### src/rtl/krht_pkg.sv
package krht_pkg;

    localparam int NUM_SLOTS_DEF     = 8;
    localparam int HISTORY_DEPTH_DEF = 64;

    localparam int ID_W    = 32;
    localparam int KIND_W  = 8;
    localparam int TIME_W  = 32;
    localparam int VALUE_W = 32;
    localparam int SLOT_W  = 3;
    localparam int FILL_W  = 7;

    typedef logic [ID_W-1:0]           sensor_id_t;
    typedef logic [KIND_W-1:0]         reading_kind_t;
    typedef logic [TIME_W-1:0]         time_ms_t;
    typedef logic signed [VALUE_W-1:0] reading_value_t;
    typedef logic [SLOT_W-1:0]         slot_index_t;
    typedef logic [FILL_W-1:0]         fill_count_t;

endpackage

### src/rtl/krht_event_if.sv
interface krht_event_if;
    import krht_pkg::*;

    logic           valid;
    logic           ready;
    sensor_id_t     sensor_id;
    reading_kind_t  reading_kind;
    time_ms_t       time_ms;
    reading_value_t reading_value;

    modport source (
        output valid, sensor_id, reading_kind, time_ms, reading_value,
        input  ready
    );

    modport sink (
        input  valid, sensor_id, reading_kind, time_ms, reading_value,
        output ready
    );
endinterface

### src/rtl/krht_result_if.sv
interface krht_result_if;
    import krht_pkg::*;

    logic        valid;
    logic        ready;
    slot_index_t slot_index;
    logic        dropped;
    fill_count_t fill_count;

    modport source (
        output valid, slot_index, dropped, fill_count,
        input  ready
    );

    modport sink (
        input  valid, slot_index, dropped, fill_count,
        output ready
    );
endinterface

### src/rtl/keyed_ring_history_table_core.sv
// keyed ring history table
// events: one sensor sample per transaction (id, kind, timestamp, q31 value)
// results: one transaction per event giving the slot used, a drop flag and
//   the slot's fill count after the push
// an event is matched against the stored (id, kind) keys of all valid slots;
// on a miss it claims the lowest free slot, and with no free slot it is
// dropped with slot_index and fill_count of zero
// an accepted event passes the input register, then the result register; one
//   event per cycle is sustained while the result receiver is ready, with the
//   key compare and slot update done combinationally between the two registers
// the next event sees the slot state left by the previous one, so events
//   back to back on the same key are handled in order
// reset clears all slot valid bits at once; sample history is not cleared
// when the result receiver stalls, the result register holds and the input
//   register still takes one more event, after which events are held off
module keyed_ring_history_table_core #(
    parameter int NUM_SLOTS     = krht_pkg::NUM_SLOTS_DEF,
    parameter int HISTORY_DEPTH = krht_pkg::HISTORY_DEPTH_DEF
) (
    input  logic                 clk,
    input  logic                 rst_n,
    krht_event_if.sink           events,
    krht_result_if.source        results
);
    import krht_pkg::*;

    localparam int SI_W = (NUM_SLOTS > 1) ? $clog2(NUM_SLOTS) : 1;
    localparam int HD_W = $clog2(HISTORY_DEPTH);
    localparam int FC_W = $clog2(HISTORY_DEPTH + 1);

    // input register
    logic           in_vld_reg;
    sensor_id_t     id_reg;
    reading_kind_t  kind_reg;
    time_ms_t       time_reg;
    reading_value_t value_reg;

    // slot state
    logic [NUM_SLOTS-1:0] slot_valid_reg;
    sensor_id_t           slot_id_reg   [NUM_SLOTS];
    reading_kind_t        slot_kind_reg [NUM_SLOTS];
    logic [HD_W-1:0]      slot_head_reg [NUM_SLOTS];
    logic [FC_W-1:0]      slot_fill_reg [NUM_SLOTS];

    // sample history
    time_ms_t       time_mem  [NUM_SLOTS][HISTORY_DEPTH];
    reading_value_t value_mem [NUM_SLOTS][HISTORY_DEPTH];

    // result register
    logic        out_vld_reg;
    slot_index_t slot_out_reg;
    logic        drop_out_reg;
    fill_count_t fill_out_reg;

    logic            advance;
    logic            hit_found;
    logic [SI_W-1:0] hit_idx;
    logic            free_found;
    logic [SI_W-1:0] free_idx;
    logic            take;
    logic [SI_W-1:0] sel_idx;
    logic [HD_W-1:0] cur_head;
    logic [FC_W-1:0] cur_fill;
    logic [HD_W-1:0] head_next;
    logic [FC_W-1:0] fill_next;
    logic [SI_W+SLOT_W-1:0] slot_wide;
    logic [FC_W+FILL_W-1:0] fill_wide;

    assign advance      = in_vld_reg && (!out_vld_reg || results.ready);
    assign events.ready = !in_vld_reg || !out_vld_reg || results.ready;

    always_ff @(posedge clk or negedge rst_n)
    begin
        if (!rst_n)
        begin
            in_vld_reg <= 1'b0;
        end
        else if (events.ready)
        begin
            in_vld_reg <= events.valid;
        end
    end

    always_ff @(posedge clk)
    begin
        if (events.valid && events.ready)
        begin
            id_reg    <= events.sensor_id;
            kind_reg  <= events.reading_kind;
            time_reg  <= events.time_ms;
            value_reg <= events.reading_value;
        end
    end

    // lowest-numbered matching slot and lowest-numbered free slot
    always_comb
    begin
        hit_found  = 1'b0;
        hit_idx    = '0;
        free_found = 1'b0;
        free_idx   = '0;
        for (int i = NUM_SLOTS - 1; i >= 0; i--)
        begin
            if (slot_valid_reg[i] && slot_id_reg[i] == id_reg
                && slot_kind_reg[i] == kind_reg)
            begin
                hit_found = 1'b1;
                hit_idx   = SI_W'(i);
            end
            if (!slot_valid_reg[i])
            begin
                free_found = 1'b1;
                free_idx   = SI_W'(i);
            end
        end
    end

    always_comb
    begin
        take    = hit_found || free_found;
        sel_idx = hit_found ? hit_idx : free_idx;
        // a freshly claimed slot starts from an empty ring
        cur_head = hit_found ? slot_head_reg[hit_idx] : '0;
        cur_fill = hit_found ? slot_fill_reg[hit_idx] : '0;
        if (cur_head == HD_W'(HISTORY_DEPTH - 1))
        begin
            head_next = '0;
        end
        else
        begin
            head_next = cur_head + HD_W'(1);
        end
        if (cur_fill == FC_W'(HISTORY_DEPTH))
        begin
            fill_next = cur_fill;
        end
        else
        begin
            fill_next = cur_fill + FC_W'(1);
        end
        slot_wide = {{SLOT_W{1'b0}}, sel_idx};
        fill_wide = {{FILL_W{1'b0}}, fill_next};
    end

    always_ff @(posedge clk or negedge rst_n)
    begin
        if (!rst_n)
        begin
            slot_valid_reg <= '0;
        end
        else if (advance && !hit_found && free_found)
        begin
            slot_valid_reg[free_idx] <= 1'b1;
        end
    end

    always_ff @(posedge clk)
    begin
        if (advance && take)
        begin
            slot_id_reg[sel_idx]   <= id_reg;
            slot_kind_reg[sel_idx] <= kind_reg;
            slot_head_reg[sel_idx] <= head_next;
            slot_fill_reg[sel_idx] <= fill_next;
        end
    end

    always_ff @(posedge clk)
    begin
        if (advance && take)
        begin
            time_mem[sel_idx][cur_head]  <= time_reg;
            value_mem[sel_idx][cur_head] <= value_reg;
        end
    end

    always_ff @(posedge clk or negedge rst_n)
    begin
        if (!rst_n)
        begin
            out_vld_reg <= 1'b0;
        end
        else if (advance)
        begin
            out_vld_reg <= 1'b1;
        end
        else if (results.ready)
        begin
            out_vld_reg <= 1'b0;
        end
    end

    always_ff @(posedge clk)
    begin
        if (advance)
        begin
            slot_out_reg <= take ? slot_wide[SLOT_W-1:0] : '0;
            drop_out_reg <= !take;
            fill_out_reg <= take ? fill_wide[FILL_W-1:0] : '0;
        end
    end

    assign results.valid      = out_vld_reg;
    assign results.slot_index = slot_out_reg;
    assign results.dropped    = drop_out_reg;
    assign results.fill_count = fill_out_reg;

endmodule

### src/flat_wrapper.sv
// flat-port wrapper written by rule: the top's interface ports become plain ports
module keyed_ring_history_table_core_flat import krht_pkg::*;
#(
    parameter int NUM_SLOTS     = krht_pkg::NUM_SLOTS_DEF,
    parameter int HISTORY_DEPTH = krht_pkg::HISTORY_DEPTH_DEF
)
  (clk, rst_n, events_valid, events_sensor_id, events_reading_kind, events_time_ms, events_reading_value, events_ready, results_valid, results_slot_index, results_dropped, results_fill_count, results_ready);
  krht_event_if events_i ();
  krht_result_if results_i ();
  input  logic clk;
  input  logic rst_n;
  input wire logic [$bits(events_i.valid)-1:0] events_valid;
  input wire logic [$bits(events_i.sensor_id)-1:0] events_sensor_id;
  input wire logic [$bits(events_i.reading_kind)-1:0] events_reading_kind;
  input wire logic [$bits(events_i.time_ms)-1:0] events_time_ms;
  input wire logic [$bits(events_i.reading_value)-1:0] events_reading_value;
  output wire logic [$bits(events_i.ready)-1:0] events_ready;
  output wire logic [$bits(results_i.valid)-1:0] results_valid;
  output wire logic [$bits(results_i.slot_index)-1:0] results_slot_index;
  output wire logic [$bits(results_i.dropped)-1:0] results_dropped;
  output wire logic [$bits(results_i.fill_count)-1:0] results_fill_count;
  input wire logic [$bits(results_i.ready)-1:0] results_ready;
  assign events_i.valid = events_valid;
  assign events_i.sensor_id = events_sensor_id;
  assign events_i.reading_kind = events_reading_kind;
  assign events_i.time_ms = events_time_ms;
  assign events_i.reading_value = events_reading_value;
  assign events_ready = events_i.ready;
  assign results_valid = results_i.valid;
  assign results_slot_index = results_i.slot_index;
  assign results_dropped = results_i.dropped;
  assign results_fill_count = results_i.fill_count;
  assign results_i.ready = results_ready;
  keyed_ring_history_table_core #(.NUM_SLOTS(NUM_SLOTS), .HISTORY_DEPTH(HISTORY_DEPTH)) u_core (.clk(clk), .rst_n(rst_n), .events(events_i), .results(results_i));
endmodule
### config.mk
export PLATFORM = sky130hd
export DESIGN_NAME = keyed_ring_history_table_core_flat
export DESIGN_NICKNAME = d
export VERILOG_FILES = /design/src/rtl/krht_pkg.sv /design/src/rtl/krht_event_if.sv /design/src/rtl/krht_result_if.sv /design/src/rtl/keyed_ring_history_table_core.sv /design/src/flat_wrapper.sv
export SDC_FILE = /design/constraint.sdc
export NUM_CORES = 1
export LEC_CHECK = 0
export ABC_CLOCK_PERIOD_IN_PS = 13200
export BUFFER_PORTS_ARGS = -buffer_cell sky130_fd_sc_hd__buf_2
export CAP_MARGIN = 10
export CORE_ASPECT_RATIO = 2
export CORE_UTILIZATION = 40
export CTS_CLUSTER_DIAMETER = 50
export DETAILED_ROUTE_END_ITERATION = 10
export PLACE_DENSITY = 0.68
export RECOVER_POWER = 25
export SLEW_MARGIN = 0
export SYNTH_ARGS = -nofsm -noshare
export SYNTH_HDL_FRONTEND = slang
export SYNTH_SLANG_ARGS = --single-unit
### constraint.sdc
create_clock -name clk -period 13.2 [get_ports clk]
set_clock_uncertainty 0.2 [all_clocks]
set_input_delay 1.32 -clock clk [delete_from_list [all_inputs] [get_ports clk]]
set_output_delay 1.32 -clock clk [all_outputs]
set_load 0.01 [all_outputs]
* Word-level counts from Yosys, hierarchy flattened *
Memory sizes are Yosys's and may differ from the RTL's.
Cells that the tools add are included.

word-level totals
  register bits = 61
  output and inout port bits = 13
  memories kept = 3
  RAM bits = 376

memory list
  memory                depth  bits a word  rd ports  clocked after memory_dff  wr ports  line                                 source
  u_core.slot_id_reg    8      32           8         0                         1         keyed_ring_history_table_core.sv:40  sensor_id_t slot_id_reg [NUM_SLOTS];
  u_core.slot_kind_reg  8      8            8         0                         1         keyed_ring_history_table_core.sv:41  reading_kind_t slot_kind_reg [NUM_SLOTS];
  u_core.slot_fill_reg  8      7            1         0                         1         keyed_ring_history_table_core.sv:43  logic [FC_W-1:0] slot_fill_reg [NUM_SLOTS];

operators by class
  $lt $le $gt $ge = 2
  add/subtract/negate cells = 1
  reduce and logical (&&, ||, !) cells = 31
  bitwise logic cells = 1
  equal/unequal tests = 17
  multiplexer cells = 41

operators with widths
  operator                                                           count
  == test 32 bit                                                     8
  == test 8 bit                                                      8
  two-way mux 3 bit                                                  17
  logical AND 1 bit                                                  22
  two-way mux 1 bit                                                  21
  two-way mux 7 bit                                                  2
  OR 8 bit                                                           1
  adder 7 x 1 -> 7 bit, second input constant                        1
  == test 7 bit, second input constant                               1
  logical NOT 1 bit                                                  4
  logical OR 1 bit                                                   4
  < comparator 3 x 4 -> 1 bit, second input constant                 1
  demux 1 bit (select 3 bit)                                         1
  greater-or-equal comparator 3 x 1 -> 1 bit, second input constant  1
  nonzero test 2 bit                                                 1

* Depth between registers and ports, before layout *
Gate-level depths: netlist of the first run.
An unclocked memory read counts as a cell.

  word-level depth = 16
  mapped depth = 16
  gate-level depth less buffers = 15

* Worst setup path after synthesis of the first run *
OpenSTA, ideal clock, no wires.

  path type = flip-flop to flip-flop
  from = register u_core.id_reg[15]
  to = memory u_core.slot_fill_reg[6][0] (netlist name) (enable)
  arrival time = 4.905 ns
  library setup time = 0.452 ns
  data required time = 12.548 ns
  cell stages (with the launch flop) = 13
  slack = 7.643 ns
  period minus slack after synthesis = 5.557 ns
  cell sequence = edfxtp_1 -> buf_6 -> xnor2_1 -> nand4_1 -> or4_1 -> or4_4 -> a21boi_2 -> o21ai_4 -> a21boi_2 -> nor2_1 -> nor2_1 -> inv_1 -> nor2_1

between the ends
  cells in the longest elaborated chain, start to end = 15
  elaborated cells on any way between the ends = 45
  classes of those cells = eq/ne: 8; mux: 19; reduce/logical: 18

ends and longest elaborated chain
  element                                  line                                  source
  from (decl)                              keyed_ring_history_table_core.sv:33   sensor_id_t id_reg;
  from (signal assigned)                   keyed_ring_history_table_core.sv:88   id_reg <= events.sensor_id;
  == test 32 bit                           keyed_ring_history_table_core.sv:104  if (slot_valid_reg[i] && slot_id_reg[i] == id_reg
  logical AND 1 bit                        keyed_ring_history_table_core.sv:104
  logical AND 1 bit                        keyed_ring_history_table_core.sv:105  && slot_kind_reg[i] == kind_reg)
  two-way mux 1 bit (8 in series)          keyed_ring_history_table_core.sv:104
  logical OR 1 bit                         keyed_ring_history_table_core.sv:120  take = hit_found || free_found;
  logical AND 1 bit                        keyed_ring_history_table_core.sv:159  if (advance && take)
  two-way mux 1 bit                        --
  two-way mux 1 bit (implied by the code)  keyed_ring_history_table_core.sv:164  slot_fill_reg[sel_idx] <= fill_next;
  to (decl)                                keyed_ring_history_table_core.sv:43

Parallel ways exist; a longest one is shown, timed or not.

* Final worst setup path of the first run *
  from = register u_core.kind_reg[6]
  to = register u_core.fill_out_reg[0] (netlist: u_core.results.fill_count[0]) (data pin)

between the ends
  cells in the longest elaborated chain, start to end = 14
  elaborated cells on any way between the ends = 38
  classes of those cells = add/sub: 1; eq/ne: 9; mux: 18; reduce/logical: 9; memory: 1

ends and longest elaborated chain
  element                                                       line                                                                        source
  from (decl)                                                   keyed_ring_history_table_core.sv:34                                         reading_kind_t kind_reg;
  from (signal assigned)                                        keyed_ring_history_table_core.sv:89                                         kind_reg <= events.reading_kind;
  == test 8 bit                                                 keyed_ring_history_table_core.sv:105
  logical AND 1 bit                                             keyed_ring_history_table_core.sv:105
  two-way mux 3 bit (8 in series)                               keyed_ring_history_table_core.sv:104
  memory read (8 x 7 bit)                                       --
  two-way mux 7 bit *                                           keyed_ring_history_table_core.sv:124                                        cur_fill = hit_found ? slot_fill_reg[hit_idx] : '0;
  adder 7 x 1 -> 7 bit / == test 7 bit (equally long branches)  keyed_ring_history_table_core.sv:139, keyed_ring_history_table_core.sv:133
  two-way mux 7 bit *                                           keyed_ring_history_table_core.sv:133                                        if (cur_fill == FC_W'(HISTORY_DEPTH))
  named net u_core.fill_next[0]                                 keyed_ring_history_table_core.sv:65                                         logic [FC_W-1:0] fill_next;
  to (signal assigned)                                          keyed_ring_history_table_core.sv:199                                        fill_out_reg <= take ? fill_wide[FILL_W-1:0] : '0;
  to (decl)                                                     keyed_ring_history_table_core.sv:53                                         fill_count_t fill_out_reg;

The timed path passes the listed nets; every way through them passes the cells marked *.
A chain may end at the register's enable or synchronous reset.

==> results.ini, run 1 <==
[die]
die-area_mm2=0.0498
num_io_pins=121
core_region_area_mm2=0.0482
die_h_um=315
die_width_um=158
rows=114
start_util_pct=40.5

[yosys]
synth_top_family_by_area=XOR/XNOR gates
netlist_area_mm2=0.0195
synth_area_leaders=edfxtp_1 (66%), xnor2_1 (11%), nand4_1 (3.5%), xor2_1 (3.4%), nor4_1 (1.4%)
yosysWarnings=0
synth_xor_area_share_pct=14.7
synth_seq_area_share_pct=66.9
netlist.area_leader.share_pct=65.6
syn_area_per_cell_um2=15.0
synth_enable_flop_cells=427
yosysMostFrequentCell=edfxtp_1
synth-async-reset-ratio_pct=2.29
synthMuxAreaShare_pct=0.954
synth_top_area_cell=edfxtp_1
synthAdderAreaFrac_pct=0.128
yosys_register_bits=437
netlist_top_cells_count=edfxtp_1 (427), xnor2_1 (236), nand4_1 (109)
syn_inst=1304
synth_nets=1414
yosysUniqueCellTypes=85
synth-main-ff-cell=edfxtp_1
synth_compound_area_share_pct=3.00
synthSimpleGateAreaFrac_pct=12.1

[worst_setup_path]
cp.arrival_ps=6560
cpPeakStageDelay_ps=1160
crit_buf_inv=2
cp_cell_sequence=clkbuf_1, xnor2_2, nand4_1, or4_4, nor4_1, o211a_2, o21ai_1, buf_4, mux2_2, nor2_1, a2bb2oi_4, ha_1, o311a_1, nand4b_1, xnor2_1, o31a_1
required_ps=13410
critPathSlowestCell=clkbuf_1
end_kind=flip-flop
startpoint_type=flip-flop
cp_max_fo=19
cp_top_family=simple AND/OR/NAND/NOR gates
setup.worst_path.class=reg -> reg

[run_status]
violations=capacitance limit, slew limit
run_status=complete, but fails checks

[clocking]
clockBufferDepth=3
clk_pin_slew_worst_paths_ps=60
cts-hold-fix-buffers=0
clkSinkCount=437
numCtsBuffers=41
cts_tree=yes
clk_latency_ps=560
root_buffer=clkbuf_16
h-tree-depth=2
post_cts.repair.setup_buffers=0
cts_resized=0

[layout]
fin_nets=1516
antenna_cells=0
drive_gt1_share_pct=13.6
final_cells=2077
area_growth_pct=12.4
largest_reg_flops=256
final_area_mm2=0.0220

[sta]
fin_crit_ps=6340
setup_viol=0
rsz0062_at_grt=no
fin_tns_setup_ps=0
fin_crit_sh_pct=48.1
final-hold-violation-count=0
fin_ws_ps=6860
timing.slew.headroom_pct=-9.99
maxSlewViolCount=128
tightest_slew_ps=1650
max_freq_mhz=158
holdWs_ps=296

[grt]
antenna_found_initial=0
grt_max_degree=48
grt_util_all_layers_pct=20.2
grt_pass1_vias=11200
grt_pass1_wl_um=71600
grt_overflow_total=0

[detailed_routing]
vias=11100
final_antenna_net_count=0
drt-vias-per-instance=5.35
drtPass1Iterations=5
drt_iter0_markers=828
post_drt_wl_per_cell_um=23.5
drcViolationCount=0
totalWireLength_um=48900

[pwr]
p_per_area_mw_per_mm2=145
p_leak_uw=0.00685
ir_drop_uv=93.1

[placed_design]
gp_congestion=0.896
io_buffers=56
place_inst=2001
dp_hpwl_um=32900
dp_slack_ps=7700
placed_area_mm2=0.0207

[hold_path]
hp-class=reg -> reg

[run]
maxCapViolCount=8

[final timing paths]
kind | from | endpoint | slack, ps | cells after the start
max | u_core.kind_reg[6]$_DFFE_PP_ | u_core.results.fill_count[0]$_SDFFCE_PP0P_ | 6860 | 16
min | u_core.in_vld_reg$_DFFE_PN0N_ | u_core.results.valid$_DFFE_PN0P_ | 300 | 1
max reg2reg | u_core.kind_reg[6]$_DFFE_PP_ | u_core.results.fill_count[0]$_SDFFCE_PP0P_ | 6860 | 16
min reg2reg | u_core.in_vld_reg$_DFFE_PN0N_ | u_core.results.valid$_DFFE_PN0P_ | 300 | 1
max in group asynchronous | rst_n | u_core.slot_valid_reg[3]$_DFFE_PN0P_ | 11900 | 1
min in group asynchronous | rst_n | u_core.slot_valid_reg[0]$_DFFE_PN0P_ | 530 | 1
[final cells by class]
cell class              count  area, um^2
multi-input cells         807        6110
fillers                  4359       26200
clock inverters            30         334
flip-flops and latches    437       13100
inverters                  14        52.6
clock buffers              46        1090
repair buffers            105         519
well taps                 638         798
[stage by stage]
stage          util [%]  power (uW)
4_1_cts            45.8        3210
3_3_place_gp       42.9        1960
5_1_grt            45.6        3280
3_5_place_dp       42.9        1960
2_1_floorplan         -        1850
6_report           45.6        3180
[power breakdown]
part	switching [uW]	internal, uW
Sequential	26.2	1600
Clock	533	721
Combinational	207	93.7
[placed cells by master, fill, tap and decap left out, types with 3 or more instances in the layout]
cell and instances:
inv_1 13, xor2_1 75, edfxtp_1 427, and3_1 6, bufinv_16 6, xnor2_1 236, and4b_1 3, nor2_4 8
mux2_2 4, or2_2 3, nor2_1 28, nand2b_1 36, or4_1 6, clkinv_1 9, nand4_1 109, xnor2_2 8
or3_1 4, a21oi_1 13, clkbuf_16 43, nor3_1 26, nand3b_1 4, and4_1 6, buf_2 55, o21ai_1 4
o21bai_1 4, nand3_1 37, o21ai_0 7, buf_4 15, nor4_1 45, inv_6 7, nand2_1 43, or4_4 4
mux2i_1 13, clkbuf_1 38, nor4b_1 3, clkinv_2 3, dfrtp_1 10, nand4b_1 5
[logic make-up after synthesis]
group / count (synthesis)
AO/OA/AOI/OAI: 69
XOR/XNOR: 320
multiplexers: 18
AND/OR/NAND/NOR: 398
buffers and inverters: 60
adder cells (fa/ha/maj): 2
flip-flops: 437
[metal layers]
| layer | vias to the layer above | GRT usage (%) | routed length (um) |
|---|---|---|---|
| met1 | 5540 | 22.0 | 17900 |
| met2 | 329 | 37.3 | 26400 |
| met4 | 0 | 11.4 | 2860 |
| met5 | - | 0 | 0 |
| li1 | 5133 | - | - |
| met3 | 120 | 2.19 | 1720 |
(Power assumes the default switching activity.)
==> run 2, diff against run 1 <==
Settings changed: ABC_AREA set to 1, ABC_CLOCK_PERIOD_IN_PS 13200 to 6500.
Clock period 13.2 ns to 6.5 ns, I/O delays scaled along.
==> results.ini, run 2 <==
[run_status]
run_status=complete, but fails checks
violations=DRC, capacitance limit, slew limit

[die]
start_util_pct=40.5
die-area_mm2=0.0551
die_width_um=166
die_h_um=331
rows=120
num_io_pins=121
core_region_area_mm2=0.0535

[clocking]
clk_pin_slew_worst_paths_ps=60
numCtsBuffers=43
cts_tree=yes
post_cts.repair.setup_buffers=0
root_buffer=clkbuf_16
clockBufferDepth=3
cts_resized=0
clkSinkCount=437
h-tree-depth=2
clk_latency_ps=590

[grt]
grt_overflow_total=0
grt_util_all_layers_pct=31.3
grt_pass1_wl_um=119000
antenna_found_initial=0
grt_pass1_vias=16900
grt_max_degree=48

[worst_setup_path]
cp_cell_sequence=clkbuf_1, inv_2, or2_2, nand4_1, nor3_1, nand4_1, nand3b_1, nand2_1, inv_2, nand2_2, nor3_1, nand2_1, nand2_1, inv_1, nor2_4, buf_12
cp.arrival_ps=5720
startpoint_type=flip-flop
cp_top_family=simple AND/OR/NAND/NOR gates
required_ps=6550
worst-r2r-setup-slack_ps=830
cp_max_fo=40
crit_buf_inv=5
critPathMostFrequentCell=nand2_1
end_kind=flip-flop
critPathSlowestCell=clkbuf_1
setup.worst_path.class=reg -> reg
cpPeakStageDelay_ps=1120

[yosys]
synth_nets=2321
yosysUniqueCellTypes=54
netlist_top_cells_count=nand2_1 (621), edfxtp_1 (427), nor2_1 (232)
netlist_area_mm2=0.0216
syn_inst=2211
synth-async-reset-ratio_pct=2.29
yosysWarnings=0
netlist.area_leader.share_pct=59.3
synth_area_leaders=edfxtp_1 (59%), nand2_1 (11%), nor2_1 (4.0%), inv_1 (3.7%), nand4_1 (3.7%)
synth_seq_area_share_pct=60.4
yosys_register_bits=437
yosysMostFrequentCell=nand2_1
synth-main-ff-cell=edfxtp_1
syn_area_per_cell_um2=9.78
synth_enable_flop_cells=427
synth_top_area_cell=edfxtp_1

[placed_design]
dp_hpwl_um=61300
gp_congestion=0.975
place_inst=2943
io_buffers=56

[hold_path]
hp-class=in -> reg

[pwr]
combPwrFrac_pct=8.9
switching_power_uw=1610
clkPwrFrac_pct=40.7
swShare_pct=25.5
p_int_uw=4710
p_per_area_mw_per_mm2=260
p_seq_share_pct=50.4
ir_drop_uv=193
p_leak_uw=0.00970

[layout]
fillers=5107
drive_gt1_share_pct=13.0
final_cells=3022
layout.cells.most_common_list=nand2_1 (621), edfxtp_1 (427), nor2_1 (223), inv_1 (215), nand4_1 (129)
fin_nets=2428
area_growth_pct=12.3
antenna_cells=0
layout_commonest_cell=nand2_1
largest_reg_flops=256

[detailed_routing]
drcViolationCount=6
drtPass1Iterations=9
vias=16700
totalWireLength_um=85000
final_antenna_net_count=0
drt-vias-per-instance=5.52
post_drt_wl_per_cell_um=28.1
drt_iter0_markers=1505

[sta]
final-hold-violation-count=0
holdWs_ps=39.1
maxSlewViolCount=34
fin_crit_sh_pct=87.2
tightest_slew_ps=1580
max_freq_mhz=177
fin_tns_setup_ps=0
rsz0062_at_grt=no
setup_viol=0
fin_crit_ps=5670
timing.slew.headroom_pct=-5.32

[run]
maxCapViolCount=2

==> run 2: cell types whose count changed in the layout (fill, tap and decap cells not counted), moves of 14 or more <==
cell | before | now
nor4_1 | 45 | 16
xor2_1 | 75 | 29
inv_2 | 1 | 43
inv_1 | 13 | 215
xnor2_1 | 236 | 53
clkbuf_1 | 38 | 24
nand3_1 | 37 | 107
or2_2 | 3 | 60
nand2_1 | 43 | 621
nor2_1 | 28 | 223
nand4_1 | 109 | 129
or2_1 | 1 | 29
nand2b_1 | 36 | 2
o21ai_0 | 7 | 25
==> run 2: worst reg2reg max path, cell delays in order, from the launching register on <==
cell	delay, ps
edfxtp_1	320
clkbuf_1	1120
inv_2	480
or2_2	460
nand4_1	90
nor3_1	60
nand4_1	160
nand3b_1	240
nand2_1	100
inv_2	70
nand2_2	190
nor3_1	350
nand2_1	120
nand2_1	360
inv_1	300
nor2_4	410
buf_12	290
==> run 2: stage by stage <==
step	instance area, um^2	setup WS (ps)	utilization, %	total power, uW
4_1_cts	24300	1360	45.5	6360
6_report	24300	835	45.4	6310
5_1_grt	24300	737	45.4	6480
3_3_place_gp	22900	1460	42.9	3800
2_1_floorplan	21600	1540	-	3510
3_5_place_dp	22900	1390	42.9	3800
==> run 2: power groups by stage <==
stage	combinational, uW	clock [uW]	sequential, uW
floorplan	268	0	3240
global placement	563	0	3240
global route	592	2700	3180
finish	565	2570	3180
CTS	565	2610	3180
detailed placement	564	0	3240
==> run 2: cells by family after synthesis <==
| group | count (synthesis) | share of synthesized area (%) |
|---|---|---|
| AO/OA/AOI/OAI | 79 | 2.19 |
| AND/OR/NAND/NOR | 1306 | 27.9 |
| adder cells (fa/ha/maj) | 2 | 0.116 |
| flip-flops | 437 | 60.4 |
| XOR/XNOR | 82 | 3.32 |
| buffers and inverters | 305 | 6.02 |
==> run 2: cell type report <==
cell class / count / area, um^2 / share of cell area [%]
flip-flops and latches: 437 / 13100 / 53.8
repair buffers: 105 / 644 / 2.65
multi-input cells: 1469 / 7320 / 30.1
well taps: 671 / 840 / 3.46
clock inverters: 28 / 270 / 1.11
clock buffers: 50 / 1140 / 4.72
inverters: 262 / 986 / 4.06
==> run 2: what timing repair did <==
item                                    4_1_cts  5_1_grt
hold buffers                                  1        0
endpoints found under the setup margin        0        0
endpoints found under the hold margin        10        0
==> run 2: final timing paths <==
kind,start,end,cells after the start
hold reg to reg,u_core.in_vld_reg$_DFFE_PN0N_,u_core.results.valid$_DFFE_PN0P_,2
setup / recovery,u_core.kind_reg[1]$_DFFE_PP_,u_core.slot_id_reg[5][29]$_DFFE_PP_,16
max in group asynchronous,rst_n,u_core.slot_valid_reg[1]$_DFFE_PN0P_,2
min in group asynchronous,rst_n,u_core.results.valid$_DFFE_PN0P_,2
hold / removal,events_sensor_id[2],u_core.id_reg[2]$_DFFE_PP_,1
setup reg to reg,u_core.kind_reg[1]$_DFFE_PP_,u_core.slot_id_reg[5][29]$_DFFE_PP_,16
==> run 2: metal layers <==
| layer | GRT usage, % | vias to the layer above | part of all wire (%) |
|---|---|---|---|
| met3 | 3.96 | 252 | 5.3 |
| met4 | 24.8 | 0 | 8.9 |
| li1 | - | 7684 | - |
| met1 | 32.2 | 8048 | 34 |
| met2 | 57.5 | 695 | 52 |
| met5 | 0 | - | 0 |
==> run 3, diff against run 2 <==
Settings changed: ABC_CLOCK_PERIOD_IN_PS 6500 to 6770.
Clock period 6.5 ns to 6.77 ns, I/O delays scaled along.
==> results.ini, run 3 (synthesis gave the netlist of run 2 again) <==
[layout]
fillers=5037
antenna_cells=0
fin_nets=2432
seq_area_mm2=0.0131
final_cells=3026
final_area_mm2=0.0242
largest_reg_flops=256
area_growth_pct=12.0
multi_input_area_mm2=0.00732
layout_commonest_cell=nand2_1
drive_gt1_share_pct=12.8
layout.cells.most_common_list=nand2_1 (621), edfxtp_1 (427), nor2_1 (223), inv_1 (215), nand4_1 (129)

[sta]
tightest_slew_ps=1700
max_freq_mhz=174
maxSlewViolCount=81
setup_viol=0
fin_ws_ps=1030
fin_crit_ps=5740
rsz0062_at_grt=no
fin_tns_setup_ps=0
final-hold-violation-count=0
fin_crit_sh_pct=84.7
timing.slew.headroom_pct=-13.2
holdWs_ps=62.4

[clocking]
root_buffer=clkbuf_16
clkSinkCount=437
clk_latency_ps=580
clk_pin_slew_worst_paths_ps=70
numCtsBuffers=42
h-tree-depth=2
cts_resized=0
cts_tree=yes
clockBufferDepth=3

[worst_setup_path]
r2r-start=u_core.id_reg[11]$_DFFE_PP_
r2r_cells=17
cp_top_family=buffers and inverters
required_ps=6780
setup.worst_path.class=reg -> reg
worst-r2r-setup-slack_ps=1030
startpoint_type=flip-flop
crit_buf_inv=5
worstReg2RegEnd=u_core.slot_id_reg[7][11]$_DFFE_PP_
cp_max_fo=47
critPathMostFrequentCell=nand2_1
end_kind=flip-flop
cp.arrival_ps=5740
critPathSlowestCell=clkbuf_1
cp_cell_sequence=clkbuf_1, inv_2, or2_2, nand4_1, nor2_1, nand2_1, nor2_1, nand3_1, nand2_1, inv_2, nand2_2, nor3_1, nand2_1, nand2_1, inv_1, nor2_4, buf_4
cpPeakStageDelay_ps=960

[run]
maxCapViolCount=6

[run_status]
run_status=complete, but fails checks
violations=DRC, capacitance limit, slew limit

[die]
die_width_um=166
core_region_area_mm2=0.0535
start_util_pct=40.5
num_io_pins=121
die_h_um=331
rows=120
die-area_mm2=0.0551

[pwr]
ir_drop_uv=194
p_leak_uw=0.00968
p_per_area_mw_per_mm2=250

[placed_design]
placed_area_mm2=0.0229
io_buffers=56
dp_slack_ps=1670
place_inst=2948
gp_congestion=1.05
dp_hpwl_um=59300

[detailed_routing]
drcViolationCount=5
post_drt_wl_per_cell_um=27.5
totalWireLength_um=83200
drtPass1Iterations=11
drt_iter0_markers=1674
final_antenna_net_count=0
drt-vias-per-instance=5.55
vias=16800

[grt]
grt_max_degree=48
grt_pass1_vias=16700
grt_util_all_layers_pct=30.4
grt_pass1_wl_um=115000
grt_overflow_total=0
antenna_found_initial=0

[hold_path]
hold_end=u_core.id_reg[12]$_DFFE_PP_
hp-start=events_sensor_id[12]
hp-class=in -> reg
min_delay_path_depth=1

## run 3: changes by cell type in the layout (fill, tap and decap cells not counted)
| cell | before | now |
|---|---|---|
| buf_12 | 5 | 0 |
| inv_8 | 1 | 0 |
| clkinv_1 | 7 | 8 |
| clkinv_2 | 9 | 4 |
| clkbuf_1 | 24 | 32 |
| buf_4 | 25 | 30 |
| clkinv_4 | 0 | 1 |
## run 3: metrics by stage
stage | total power [uW] | utilization [%]
after floorplan | 3370 | -
after global placement | 3650 | 42.8
after detailed placement | 3650 | 42.8
after CTS | 6080 | 45.5
after global routing | 6190 | 45.3
final | 6050 | 45.3
## run 3: power breakdown
part           internal (uW)  leakage [uW]  total (uW)  switching, uW
Combinational            124       0.00497         540            415
Clock                   1380      0.000663        2460           1080
Sequential              3020       0.00404        3050           37.1
Total                   4520       0.00968        6050           1540
## run 3: how the worst max path moves through the flow
stage | from | end | depth (start not counted)
2_1_floorplan | u_core.id_reg[21]$_DFFE_PP_ | u_core.slot_fill_reg[0][0]$_DFFE_PP_ | 13
3_3_place_gp | u_core.id_reg[18]$_DFFE_PP_ | u_core.slot_id_reg[3][15]$_DFFE_PP_ | 15
3_5_place_dp | u_core.id_reg[18]$_DFFE_PP_ | u_core.slot_id_reg[3][15]$_DFFE_PP_ | 15
4_1_cts | u_core.id_reg[18]$_DFFE_PP_ | u_core.slot_id_reg[3][23]$_DFFE_PP_ | 15
5_1_grt | u_core.id_reg[7]$_DFFE_PP_ | u_core.slot_fill_reg[2][6]$_DFFE_PP_ | 25
6_report | u_core.id_reg[11]$_DFFE_PP_ | u_core.slot_id_reg[7][11]$_DFFE_PP_ | 17
## run 3: final cells by class
cell class / count / share of cell area [%]
Clock buffer: 53 / 4.77
Clock inverter: 24 / 1.02
Inverter: 262 / 4.07
Multi-Input combinational cell: 1469 / 30.2
Sequential cell: 437 / 54.0
Tap cell: 671 / 3.47
Timing Repair Buffer: 110 / 2.48
## run 3: metal layers
metal	GRT usage [%]	wire, um
met1	30.7	27900
met2	54.0	41400
met3	4.86	5270
met4	28.0	8700
met5	0	0
## run 3: repair_timing
action,4_1_cts,5_1_grt
endpoints found under the hold margin,10,0
buffers inserted,0,0
hold buffers,1,0
## run 3: worst register-to-register path, delay by kind of cell, from the launching register on
kind	cells	cell delay, ps
buffers and inverters	5	2390
and+or+nand+nor	12	2370
DFF	1	320
